==> src/sv/stt_pkg.sv <==
package stt_pkg;

    // Default upper limit on the site index
    localparam int MaxSitesDefault = 4096;

    // Configuration port geometry
    localparam int CfgIdxW  = 3;
    localparam int CfgDataW = 32;

    // Register indexes
    localparam logic [CfgIdxW-1:0] REG_ABSORB = 3'd0;
    localparam logic [CfgIdxW-1:0] REG_CHAIN  = 3'd1;
    localparam logic [CfgIdxW-1:0] REG_STIFF  = 3'd2;
    localparam logic [CfgIdxW-1:0] REG_POLAR  = 3'd3;
    localparam logic [CfgIdxW-1:0] REG_GYRO   = 3'd4;
    localparam logic [CfgIdxW-1:0] REG_EFFIC  = 3'd5;
    localparam logic [CfgIdxW-1:0] REG_DAMP   = 3'd6;

    // Site status codes
    localparam logic [1:0] ST_OK      = 2'd0;
    localparam logic [1:0] ST_OUTSIDE = 2'd1;
    localparam logic [1:0] ST_ZERO_J  = 2'd2;
    localparam logic [1:0] ST_SAT     = 2'd3;

    // Depth of the job queue between front and back
    localparam int QueueDepth = 2;

    typedef struct packed {
        logic [12:0]        absorbing_sites;
        logic [12:0]        chain_sites;
        logic [30:0]        stiffness;
        logic signed [31:0] polar;
        logic signed [31:0] gyro;
        logic signed [31:0] effic;
        logic signed [31:0] damp;
    } cfg_t;

    typedef struct packed {
        logic signed [15:0] m_x;
        logic signed [15:0] m_y;
        logic signed [15:0] m_z;
        logic signed [16:0] d_x;
        logic signed [16:0] d_y;
        logic signed [16:0] d_z;
        logic [30:0]        coupling;
        logic [1:0]         kind;
    } job_t;

    typedef logic signed [65:0] wide_t;

    // True when v does not fit in signed 32 bits
    function automatic logic sat_hit(input wide_t v);
        return !((&v[65:31]) || (~|v[65:31]));
    endfunction

    // Clamp v to signed 32 bits
    function automatic logic signed [31:0] sat_val(input wide_t v);
        logic signed [31:0] r;
        if (sat_hit(v))
            r = v[65] ? 32'sh8000_0000 : 32'sh7fff_ffff;
        else
            r = v[31:0];
        return r;
    endfunction

endpackage

==> src/sv/stt_front.sv <==
module stt_front #(
    parameter int MAX_SITES = 4096
) (
    input  logic                clk,
    input  logic                rst_n,
    input  stt_pkg::cfg_t       cfg,
    input  logic                push,
    output logic                full,
    input  logic [12:0]         site_index,
    input  logic signed [15:0]  mag_x,
    input  logic signed [15:0]  mag_y,
    input  logic signed [15:0]  mag_z,
    input  logic [30:0]         exchange_coupling,
    input  logic                pass_start,
    output logic                q_push,
    output stt_pkg::job_t       q_job,
    input  logic                q_full
);
    import stt_pkg::*;

    localparam logic [16:0] SiteLim = 17'(MAX_SITES);

    logic signed [15:0] prev_x_reg, prev_y_reg, prev_z_reg;
    logic signed [15:0] base_x, base_y, base_z;
    logic [13:0]        chain_end;
    logic               outside;
    logic               accept;

    assign full   = q_full;
    assign accept = push && !q_full;
    assign q_push = accept;

    // Take the previous vector as zero at the start of a pass
    assign base_x = pass_start ? 16'sd0 : prev_x_reg;
    assign base_y = pass_start ? 16'sd0 : prev_y_reg;
    assign base_z = pass_start ? 16'sd0 : prev_z_reg;

    // Classify the site
    assign chain_end = {1'b0, cfg.absorbing_sites} + {1'b0, cfg.chain_sites};
    assign outside   = (site_index <= cfg.absorbing_sites)
                    || ({1'b0, site_index} > chain_end)
                    || ({4'b0, site_index} > SiteLim);

    always_comb
    begin
        q_job.m_x      = mag_x;
        q_job.m_y      = mag_y;
        q_job.m_z      = mag_z;
        q_job.d_x      = 17'(mag_x) - 17'(base_x);
        q_job.d_y      = 17'(mag_y) - 17'(base_y);
        q_job.d_z      = 17'(mag_z) - 17'(base_z);
        q_job.coupling = exchange_coupling;
        if (outside)
            q_job.kind = ST_OUTSIDE;
        else if (exchange_coupling == 31'd0)
            q_job.kind = ST_ZERO_J;
        else
            q_job.kind = ST_OK;
    end

    // Hold this word's vector for the next site
    always_ff @(posedge clk or negedge rst_n)
    begin
        if (!rst_n)
        begin
            prev_x_reg <= '0;
            prev_y_reg <= '0;
            prev_z_reg <= '0;
        end
        else if (accept)
        begin
            prev_x_reg <= mag_x;
            prev_y_reg <= mag_y;
            prev_z_reg <= mag_z;
        end
    end

endmodule

==> config.mk <==
export PLATFORM = sky130hd
export DESIGN_NAME = stt_front
export DESIGN_NICKNAME = d
export VERILOG_FILES = /design/src/sv/stt_pkg.sv /design/src/sv/stt_front.sv
export SDC_FILE = /design/constraint.sdc
export NUM_CORES = 1
export LEC_CHECK = 0
export ABC_AREA = 0
export ABC_CLOCK_PERIOD_IN_PS = 4300
export BUFFER_PORTS_ARGS = -buffer_cell sky130_fd_sc_hd__buf_4
export CORE_AREA = 2 2 164 166
export CTS_CLUSTER_SIZE = 14
export DETAILED_ROUTE_END_ITERATION = 8
export DIE_AREA = 0 0 166 168
export GPL_TIMING_DRIVEN = 0
export PLACE_DENSITY_LB_ADDON = 0.05
export SETUP_SLACK_MARGIN = 0.2
export SLEW_MARGIN = 20
export SYNTH_ARGS = -nofsm -noshare
export SYNTH_HDL_FRONTEND = slang
export SYNTH_SLANG_ARGS = --single-unit
==> constraint.sdc <==
create_clock -name clk -period 4.3 [get_ports clk]
set_clock_uncertainty 0.2 [all_clocks]
set_input_delay 0.215 -clock clk [delete_from_list [all_inputs] [get_ports clk]]
set_output_delay 0.215 -clock clk [all_outputs]
set_load 0.02 [all_outputs]
### Yosys cells after proc, flatten, opt, wreduce, memory -nomap -nowiden

Index checks and enable logic that the tools add are counted.

* register bits after elaboration: 48
* bits of input ports: 282
* output and inout bits: 134
* logic and storage cells: 20

* $add $sub $neg: 4
* order comparisons: 3
* muxes and demuxes: 5
* reduce and logical (&&, ||, !) cells: 5

Operators with widths (number)
* subtractor 16 x 16 -> 17 bit: 3
* two-way mux 16 bit: 3
* logical NOT 31 bit: 1
* adder 13 x 13 -> 14 bit: 1
* > comparator 13 x 14 -> 1 bit: 1
* > comparator 13 bit (second input constant): 1
* less-or-equal comparator 13 bit: 1
* two-way mux 2 bit: 2
* logical OR 1 bit: 2
* logical AND 1 bit: 1
* logical NOT 1 bit: 1

### Logic depth before layout (Yosys ltp)

Gate-level depths: netlist (run 1).

* depth in word-level cells: 5
* mapped depth: 17
* depth with buffers taken out: 16

### Least setup slack after synthesis (run 1)

OpenSTA, ideal clock, no wires.

* path type: input to output
* start: input cfg[159] (netlist bit)
* end: output q_job[1] (netlist bit)
* data arrival time: 3.270 ns
* data required time: 3.885 ns
* slack: 0.615 ns
* stages: 15
* path buffers: 0
* cell sequence: ha_1 -> fa_1 -> a21o_1 -> a21oi_1 -> o21bai_1 -> a21boi_1 -> nor2_1 -> a21oi_1 -> xor2_1 -> ha_1 -> a21o_1 -> a21oi_1 -> o211ai_1 -> nand3_1 -> nor4b_1

RTL lines
* start: declaration: line stt_front.sv:6 `input stt_pkg::cfg_t cfg,`
* end: declaration: line stt_front.sv:16 `output stt_pkg::job_t q_job,`

==> results of run 1 <==
[through the flow]
stage | hold slack, ns | area [um^2] | utilization
6_report | 0.290 | 9080 | 0.345
5_1_grt | 0.317 | 9080 | 0.345
4_1_cts | 0.306 | 9070 | 0.344
3_5_place_dp | 0.126 | 8430 | 0.320
3_3_place_gp | 0.127 | 8430 | 0.320
2_1_floorplan | -0.281 | 6090 | -
[routing by layer]
| layer | vias to the layer above | track usage |
|---|---|---|
| li1 | 3011 | - |
| met1 | 2643 | 0.196 |
| met4 | 0 | 0.0216 |
| met2 | 164 | 0.221 |
| met3 | 5 | 0.0435 |
| met5 | - | 0 |
[timing repair]
item                                    in CTS  in global routing
endpoints found under the hold margin       96                  0
endpoints found under the setup margin       0                  2
resized for setup                            0                  4
hold buffers                                49                  0
[critical path, cell delays in order]
cell,delay [ns]
buf_4,0.11
ha_1,0.22
fa_1,0.41
a21o_1,0.19
a21oi_2,0.18
o21bai_1,0.12
a21boi_2,0.20
o31ai_1,0.12
a21oi_1,0.20
xor2_1,0.10
ha_1,0.30
nand3_1,0.11
nor2_2,0.17
o31ai_1,0.11
o211ai_1,0.12
nand3_1,0.13
nor4b_2,0.18
buf_4,0.18
[cells in the mapped netlist (3+ instances only)]
| cell | instances | area (um^2) |
|---|---|---|
| o21a_1 | 12 | 90.1 |
| xnor2_1 | 25 | 219 |
| nand3_1 | 10 | 50.1 |
| clkbuf_1 | 8 | 30.0 |
| a41o_1 | 4 | 40.0 |
| nor3_1 | 13 | 65.1 |
| a21oi_1 | 41 | 205 |
| a21boi_1 | 4 | 30.0 |
| o31a_1 | 6 | 52.6 |
| buf_4 | 81 | 608 |
| nand2_1 | 26 | 97.6 |
| xor2_1 | 15 | 131 |
| o2111ai_1 | 3 | 26.3 |
| dfrtp_1 | 48 | 1200 |
| nor2b_1 | 16 | 100 |
| nor4_1 | 11 | 68.8 |
| nand2b_1 | 50 | 313 |
| fa_1 | 4 | 80.1 |
| o31ai_1 | 4 | 30.0 |
| o21bai_1 | 7 | 52.6 |
| mux2_2 | 48 | 541 |
| inv_1 | 42 | 158 |
| nor2_1 | 40 | 150 |
| nand4_1 | 12 | 75.1 |
| ha_1 | 87 | 1090 |
| o21ai_0 | 18 | 90.1 |
| a21o_1 | 19 | 143 |
| o21ai_1 | 7 | 35.0 |
[final cells by class]
| cell class | instances | area share |
|---|---|---|
| plain buffers | 91 | 0.0711 |
| flip-flops and latches | 48 | 0.132 |
| clock inverters | 3 | 0.00234 |
| clock buffers | 5 | 0.0138 |
| multi-input cells | 514 | 0.451 |
| repair buffers | 304 | 0.265 |
| well taps | 341 | 0.0470 |
| inverters | 42 | 0.0174 |
[cell usage in the layout, fill, tap and decap left out, types with 3 or more instances in the layout]
cell type and instances:
o2111ai_1 3, a21o_1 19, clkbuf_16 5, a41o_1 4
o21a_1 12, a21oi_1 40, o21ai_1 7, nand3_1 10
inv_1 42, clkbuf_1 8, fa_1 4, nand2b_1 50
nand4_1 12, dlygate4sd3_1 49, a21boi_1 3, o31ai_1 4
xnor2_1 25, xor2_1 15, nand2_1 26, nor2b_1 16
mux2_2 48, nor3_1 13, nor4_1 11, o21bai_1 7
o21ai_0 18, o31a_1 6, buf_4 336, nor2_1 39
ha_1 87, dfrtp_1 48
[report_power, final]
group          total [W]  switching, W  internal (W)
clock network   0.000423      0.000205      0.000218
registers       0.000550     0.0000318      0.000518
logic            0.00154      0.000803      0.000734
total            0.00251       0.00104       0.00147
[path summary, 6_finish.rpt]
kind	start	end	slack, ns	cells after the start
min in group clk	prev_y_reg[0]	prev_y_reg[0]	0.30	1
worst min register to register	prev_y_reg[0]	prev_y_reg[0]	0.30	1
max in group asynchronous	rst_n	prev_y_reg[1]	3.11	2
worst max register to register	prev_x_reg[13]	prev_x_reg[13]	3.34	1
worst min-delay path	rst_n	prev_z_reg[6]	0.29	2
worst max-delay path	cfg[159]	q_job[1]	0.53	18
[cell families after synthesis]
logic type / count (synthesis) / synth area share
xor+xnor: 40 / 0.0575
buf+inv: 133 / 0.132
fa+ha+maj: 91 / 0.192
mux: 49 / 0.0904
flops: 48 / 0.197
simple gates: 191 / 0.168
compound gates: 143 / 0.163
==> run metrics, run 1 <==
row count 60; clock sinks 48; via density per instance 4.32; power consumption 0.00251 W; met2 WL post-DR 8680 um; PD cells 276 mW/mm^2; DR WL/cell 14.8 um; RSZ-0062 raised after global routing no; TNS Setup 0 ns; Antenna diodes 0; final number of setup-violating endpoints 0; status finished, final reports clean; Final Cycle Share 0.876; CTS tree built; WL met1 9710 um; Setup crit start kind input port; Max FO, Critical Path 3; Tmin final 3.77 ns; Final HPWL DP 16600 um; final hold viol count 0; H-Tree Level Count 2; core footprint 0.0264 mm^2; Initial Util 0.231; clk root buf clkbuf_16; routed wl met3 1500 um; Total GRT Usage 0.142; Synth Flop Type dfrtp_1; share of flip-flops with an asynchronous set or reset 1.00; Final ANT Viol Nets 0; total congestion overflow 0; number of global-route vias before repair 5983; LEAKAGE 4.43 nW; Seq cells post-synth 48; Final Max Slew Viols 0; relative slew slack 0.511; die area 0.0279 mm^2; num ports 416; Layout area overhead 49.2%; Fill cells 2824; Post-synth EDFFs 0; hold crit path type in -> async; DP Worst Slack 0.334 ns; Reg clk slew, reported paths 0.08 ns; Slew @ Worst Pin 0.733 ns; Multi-input gate area 0.00410 mm^2; Clock Path Buffers 2; layout cell share with drive strength beyond 1 0.400; synthesized cell area 0.00609 mm^2; detailed-route DRC error count 0; post-synthesis cell count 695; drt pass-1 iters 4; Crit path required time 3.88 ns; die height 168 um; peak supply drop 159 uV; dpl cells 1291; critical path class in -> out; syn_area_per_cell 8.76 um^2; DIE WIDTH 166 um; Final Instance Count excl. Fillers 1348; clock buffer count from CTS 5; Seq/Total Area, Yosys 0.197; number of DRC markers in iteration 0 187; Clk Latency, worst-skew pair 0.30 ns; Netlist cell types 55; synth warn 0; Crit. End Element output pin; Max Fclk 265 MHz; DR top layer met4; initial antenna violation count 0; vias 5823; maximum number of pins on one net before global-route repair 49; register area 0.00120 mm^2; first-pass GRT wire length 31900 um; max cap viols 0; WL final 20000 um; routability cong. 0.773; worst setup margin 0.533 ns; Post-CTS Setup Inserts 0; Nets 1379; I/O Buffers 255; worst path arrival time 3.35 ns; Synth Net Count 1068
Note: power is estimated with default switching activity, not from simulation.
==> run 2: changes to the inputs <==
--- a/config.mk
+++ b/config.mk
@@ -7,11 +7,11 @@
 export LEC_CHECK = 0
 export ABC_AREA = 0
 export ABC_CLOCK_PERIOD_IN_PS = 4300
-export BUFFER_PORTS_ARGS = -buffer_cell sky130_fd_sc_hd__buf_4
 export CORE_AREA = 2 2 164 166
 export CTS_CLUSTER_SIZE = 14
 export DETAILED_ROUTE_END_ITERATION = 8
 export DIE_AREA = 0 0 166 168
+export DONT_BUFFER_PORTS = 1
 export GPL_TIMING_DRIVEN = 0
 export PLACE_DENSITY_LB_ADDON = 0.05
 export SETUP_SLACK_MARGIN = 0.2
==> run 2 against run 1 <==
Against the previous run:
- count of clock-buffer cells in the layout did not move
- highest routed layer unchanged
- critical endpoint unchanged
- sequential power hardly changed
- fmax up 1.0%
- via count is 13% lower
==> run metrics, run 2 (synthesis results as in run 1) <==
peak supply drop 132 uV (was 159 uV); via density per instance 4.62 (was 4.32); Max FO, Critical Path 3 (unchanged); Layout area overhead 19.1% (was 49.2%); layout cell share with drive strength beyond 1 0.197 (was 0.400); worst path arrival time 3.31 ns (was 3.35 ns); PD cells 314 mW/mm^2 (was 276 mW/mm^2); status finished, final reports clean (unchanged); vias 5055 (was 5823); critical path class in -> out (unchanged); Hold WS 0.252 ns (was 0.290 ns); Crit. End Element output pin (unchanged); routed wl met3 1970 um (was 1500 um); most frequent cells in the layout ha_1, buf_4, nand2b_1, dlygate4sd3_1 (was buf_4, ha_1, nand2b_1, dlygate4sd3_1); hold crit path type in -> async (unchanged); Final Cycle Share 0.867 (was 0.876); clk root buf clkbuf_16 (unchanged); DR WL/cell 17.4 um (was 14.8 um); I/O Buffers 0 (was 255); design area 0.00725 mm^2 (was 0.00908 mm^2); max cap viols 0 (unchanged); die area 0.0279 mm^2 (unchanged); Total GRT Usage 0.133 (was 0.142); Initial Util 0.231 (unchanged); Final ANT Viol Nets 0 (unchanged); routability cong. 0.782 (was 0.773); final hold viol count 0 (unchanged); row count 60 (unchanged); Final Util 0.275 (was 0.345); Fill cells 2832 (was 2824); WL met1 8780 um (was 9710 um); DR top layer met4 (unchanged); Crit path required time 3.88 ns (about the same); slowest stage delay, CP 0.41 ns (about the same); Final Max Slew Viols 0 (unchanged); RSZ-0062 raised after global routing no (unchanged); maximum number of pins on one net before global-route repair 49 (unchanged); first-pass GRT wire length 29300 um (was 31900 um); Nets 1125 (was 1379); core footprint 0.0264 mm^2 (unchanged); final number of setup-violating endpoints 0 (unchanged); number of DRC markers in iteration 0 189 (was 187); relative slew slack 0.394 (was 0.511); CTS tree built (unchanged); drt pass-1 iters 6 (was 4); Critical-path top delay cell fa_1 (unchanged); Clock Path Buffers 2 (unchanged); Slew @ Worst Pin 0.909 ns (was 0.733 ns); H-Tree Level Count 2 (unchanged); Final HPWL DP 15500 um (was 16600 um); LEAKAGE 3.25 nW (was 4.43 nW); critical path cell sequence ha_1, fa_1, a21o_1, a21oi_1, o21bai_1, a21boi_1, o31ai_1, a21oi_1, xor2_1, ha_1, nand3_1, nor2_1, o31ai_1, o211ai_1, nand3_1, nor4b_4 (was buf_4, ha_1, fa_1, a21o_1, a21oi_2, o21bai_1, a21boi_2, o31ai_1, a21oi_1, xor2_1, ha_1, nand3_1, nor2_2, o31ai_1, o211ai_1, nand3_1, nor4b_2, buf_4); detailed-route DRC error count 0 (unchanged); die height 168 um (unchanged); Max Fclk 268 MHz (was 265 MHz); Setup crit start kind input port (unchanged); Clk Latency, worst-skew pair 0.30 ns (about the same); placed cell areas 0.00652 mm^2 (was 0.00843 mm^2); num ports 416 (unchanged); initial antenna violation count 0 (unchanged); total congestion overflow 0 (unchanged); WL final 19100 um (was 20000 um); clock buffer count from CTS 5 (unchanged); TNS Setup 0 ns (unchanged); Tmin final 3.73 ns (was 3.77 ns); Reg clk slew, reported paths 0.08 ns (about the same); number of global-route vias before repair 5251 (was 5983); DIE WIDTH 166 um (unchanged); clock sinks 48 (unchanged); most common cell after layout, fill and taps aside ha_1 (was buf_4); met2 WL post-DR 8180 um (was 8680 um)
run 2: cell count changes in the layout (fill, tap and decap cells not counted), sizes merged:
cell      delta
buf        -254
clkinvlp     -1
bufinv       +2
diode        +1
clkinv       -1
run 2: stage by stage:
step	setup WS, ns	total power [W]	std cells
after global routing	0.219	0.00247	1094
after global placement	0.120	0.00170	1036
after CTS	0.285	0.00232	1094
after detailed placement	0.0924	0.00170	1036
final	0.571	0.00228	1095
after floorplan	0.615	0.00150	695
run 2: worst paths after layout:
check                          startpoint             end  slack (ns)  cells past startpoint
max reg2reg                prev_x_reg[11]  prev_x_reg[11]        3.34                      1
max                              cfg[159]        q_job[1]        0.57                     16
min reg2reg                 prev_y_reg[2]   prev_y_reg[2]        0.31                      1
min in group clk            prev_y_reg[2]   prev_y_reg[2]        0.31                      1
max in group asynchronous           rst_n   prev_y_reg[2]        3.41                      2
min                                 rst_n   prev_z_reg[0]        0.25                      2
run 2: repair_timing:
action,CTS,global route
gates resized for setup,1,4
buffers inserted,0,0
pin swaps,0,0
hold endpoints to repair,96,0
hold buffers,50,0
endpoints found under the setup margin,1,3
run 2: report_power, final:
part           total (W)  internal [W]  leakage, nW  switching [W]
logic            0.00119      0.000465         2.60       0.000720
clock network   0.000544      0.000336       0.0944       0.000207
registers       0.000549      0.000518        0.563      0.0000313
run 2: cell type report:
class                      count  area (um^2)  share of cell area
antenna                        1         2.50            0.000345
buffer                        91          647              0.0892
clock buffer                   5          125              0.0173
timing repair buffer          50          518              0.0714
multi-input combinational    514         4110               0.566
inverter                      42          158              0.0217
sequential                    48         1200               0.166
clock inverter                 3         68.8             0.00949
tap                          341          427              0.0588
run 2: metal layers:
layer	global-route usage	vias up
li1	-	2510
met1	0.173	2368
met2	0.206	168
met3	0.0606	9
met4	0.0234	0
met5	0	-
run 2: worst max-delay path: cells and delay by family:
| kind | cells | cell delay [ns] |
|---|---|---|
| compound gates | 8 | 1.38 |
| fa+ha+maj | 3 | 0.88 |
| simple gates | 4 | 0.69 |
| xor+xnor | 1 | 0.16 |
==> run 3: changes to the inputs <==
--- a/config.mk
+++ b/config.mk
@@ -12,7 +12,7 @@
 export DETAILED_ROUTE_END_ITERATION = 8
 export DIE_AREA = 0 0 166 168
 export DONT_BUFFER_PORTS = 1
-export GPL_TIMING_DRIVEN = 0
+export GPL_TIMING_DRIVEN = 1
 export PLACE_DENSITY_LB_ADDON = 0.05
 export SETUP_SLACK_MARGIN = 0.2
 export SLEW_MARGIN = 20
==> run 3 against run 2 <==
Against the previous run:
- hold slack worse by 0.094 ns
- count of clock-buffer cells in the layout up 2
- core utilization down 2.6 points
- combinational power down 11%
- largest power group unchanged
==> run metrics, run 3 (synthesis results as in run 1) <==
status finished, final reports clean (unchanged); r2r startpoint prev_z_reg[9] (was prev_x_reg[11]); met2 WL post-DR 7860 um (was 8180 um); peak supply drop 135 uV (was 132 uV); Max Fclk 269 MHz (was 268 MHz); die height 168 um (unchanged); first-pass GRT wire length 28000 um (was 29300 um); Clock power frac 0.205 (was 0.239); TNS Setup 0 ns (unchanged); vias 4805 (was 5055); number of global-route vias before repair 5017 (was 5251); WL met1 7870 um (was 8780 um); num ports 416 (unchanged); Final Cycle Share 0.866 (was 0.867); total congestion overflow 0 (unchanged); critical path startpoint cfg[159] (unchanged); hold crit path type in -> reg (was in -> async); CP Depth 17 (was 16); clock buffer count from CTS 5 (unchanged); maximum number of pins on one net before global-route repair 49 (unchanged); die area 0.0279 mm^2 (unchanged); Antenna diodes 0 (was 1); most common cell after layout, fill and taps aside ha_1 (unchanged); via density per instance 4.77 (was 4.62); Clock Path Buffers 2 (unchanged); final number of setup-violating endpoints 0 (unchanged); switching power 0.000869 W (was 0.000959 W); clk root buf clkbuf_16 (unchanged); power consumption 0.00202 W (was 0.00228 W); Max FO, Critical Path 3 (unchanged); Buf+Inv Stages, Crit Path 1 (was 0); detailed-route DRC error count 0 (unchanged); Critical-path top delay cell fa_1 (unchanged); layout cell share with drive strength beyond 1 0.102 (was 0.197); internal cell power 0.00115 W (was 0.00132 W); Tmin final 3.72 ns (was 3.73 ns); Setup crit start kind input port (unchanged); DR WL/cell 17.9 um (was 17.4 um); relative slew slack 0.366 (was 0.394); Final HPWL DP 14100 um (was 15500 um); clock sinks 48 (unchanged); routed wl met3 2210 um (was 1970 um); initial antenna violation count 1 (was 0); PD cells 308 mW/mm^2 (was 314 mW/mm^2); Clk Latency, worst-skew pair 0.30 ns (about the same); I/O Buffers 0 (unchanged); Total GRT Usage 0.128 (was 0.133); most frequent cells in the layout ha_1, nand2b_1, dlygate4sd3_1, mux2_2, dfrtp_1 (was ha_1, buf_4, nand2b_1, dlygate4sd3_1); RSZ-0062 raised after global routing no (unchanged); row count 60 (unchanged); max cap viols 0 (unchanged); Final ANT Viol Nets 0 (unchanged); DR top layer met4 (unchanged); Fill cells 2904 (was 2832); critical path cell sequence ha_1, fa_1, a21o_1, a21oi_1, o21bai_1, a21boi_2, o31ai_1, a21oi_1, xor2_1, ha_1, nand3_1, nor2_1, o31ai_1, o211ai_1, nand3_1, nor4b_1, buf_4 (was ha_1, fa_1, a21o_1, a21oi_1, o21bai_1, a21boi_1, o31ai_1, a21oi_1, xor2_1, ha_1, nand3_1, nor2_1, o31ai_1, o211ai_1, nand3_1, nor4b_4); Crit. End Element output pin (unchanged); critical path class in -> out (unchanged); slowest stage delay, CP 0.41 ns (about the same); Gate power share 0.523 (was 0.520); CP delay by family, top compound AO/OA/AOI/OAI gates (unchanged); reg2reg end prev_z_reg[9] (was prev_x_reg[11]); DIE WIDTH 166 um (unchanged); Final Max Slew Viols 0 (unchanged); FF-to-FF setup slack 3.34 ns (about the same); Reg2Reg Depth 1 (unchanged); Crit path required time 3.88 ns (about the same); CTS tree built (unchanged); Nets 1038 (was 1125); dpl cells 949 (was 1036); routability cong. 0.739 (was 0.782); H-Tree Level Count 2 (unchanged); Seq pwr share 0.272 (was 0.241); drt pass-1 iters 4 (was 6); Hold WS 0.158 ns (was 0.252 ns); sw frac 0.430 (was 0.421); Post-CTS Setup Inserts 0 (unchanged); WL final 18100 um (was 19100 um); Final Instance Count excl. Fillers 1007 (was 1095); LEAKAGE 2.84 nW (was 3.25 nW); Reg clk slew, reported paths 0.07 ns (was 0.08 ns); core footprint 0.0264 mm^2 (unchanged); CP endpoint q_job[1] (unchanged); Final Util 0.249 (was 0.275); final hold viol count 0 (unchanged); number of DRC markers in iteration 0 108 (was 189); Slew @ Worst Pin 0.949 ns (was 0.909 ns); worst path arrival time 3.31 ns (about the same); Initial Util 0.231 (unchanged); Layout area overhead 7.91% (was 19.1%)
==> run 3: how the worst min path moves through the flow <==
stage | to | startpoint | depth (start not counted)
3_5_place_dp | prev_z_reg[6] | rst_n | 0
3_3_place_gp | prev_z_reg[6] | rst_n | 0
2_1_floorplan | prev_x_reg[0] | rst_n | 0
4_1_cts | prev_x_reg[10] | q_full | 2
6_report | prev_x_reg[10] | q_full | 2
5_1_grt | prev_x_reg[6] | q_full | 2
==> run 3: what timing repair did <==
action,CTS,global route
hold buffers,50,0
setup endpoints to repair,0,1
endpoints found under the hold margin,96,0
resized for setup,0,1
==> run 3: area by class of cell <==
class / instances / area (um^2) / area share
multi-input cells: 514 / 4100 / 0.623
flip-flops and latches: 48 / 1200 / 0.183
repair buffers: 54 / 548 / 0.0834
well taps: 341 / 427 / 0.0649
inverters: 42 / 158 / 0.0240
clock buffers: 7 / 133 / 0.0202
clock inverters: 1 / 8.76 / 0.00133
==> run 3: per-layer routing <==
layer,GRT usage,vias to the layer above
li1,-,2330
met1,0.154,2291
met2,0.204,177
met3,0.0691,7
met4,0.0204,0
met5,0,-
==> run 3: metrics by stage <==
stage	instance area (um^2)	worst slack, ns
final	6570	0.576
after global placement	5910	0.461
after global routing	6570	0.204
after floorplan	6090	0.615
after detailed placement	5910	0.452
after CTS	6570	0.448
==> run 3: power groups by stage <==
stage	Clock (W)	Combinational [W]	Sequential (W)
5_1_grt	0.000469	0.00119	0.000559
2_1_floorplan	0	0.000950	0.000550
3_5_place_dp	0	0.00101	0.000559
6_report	0.000415	0.00106	0.000550
3_3_place_gp	0	0.00101	0.000556
4_1_cts	0.000453	0.00107	0.000550
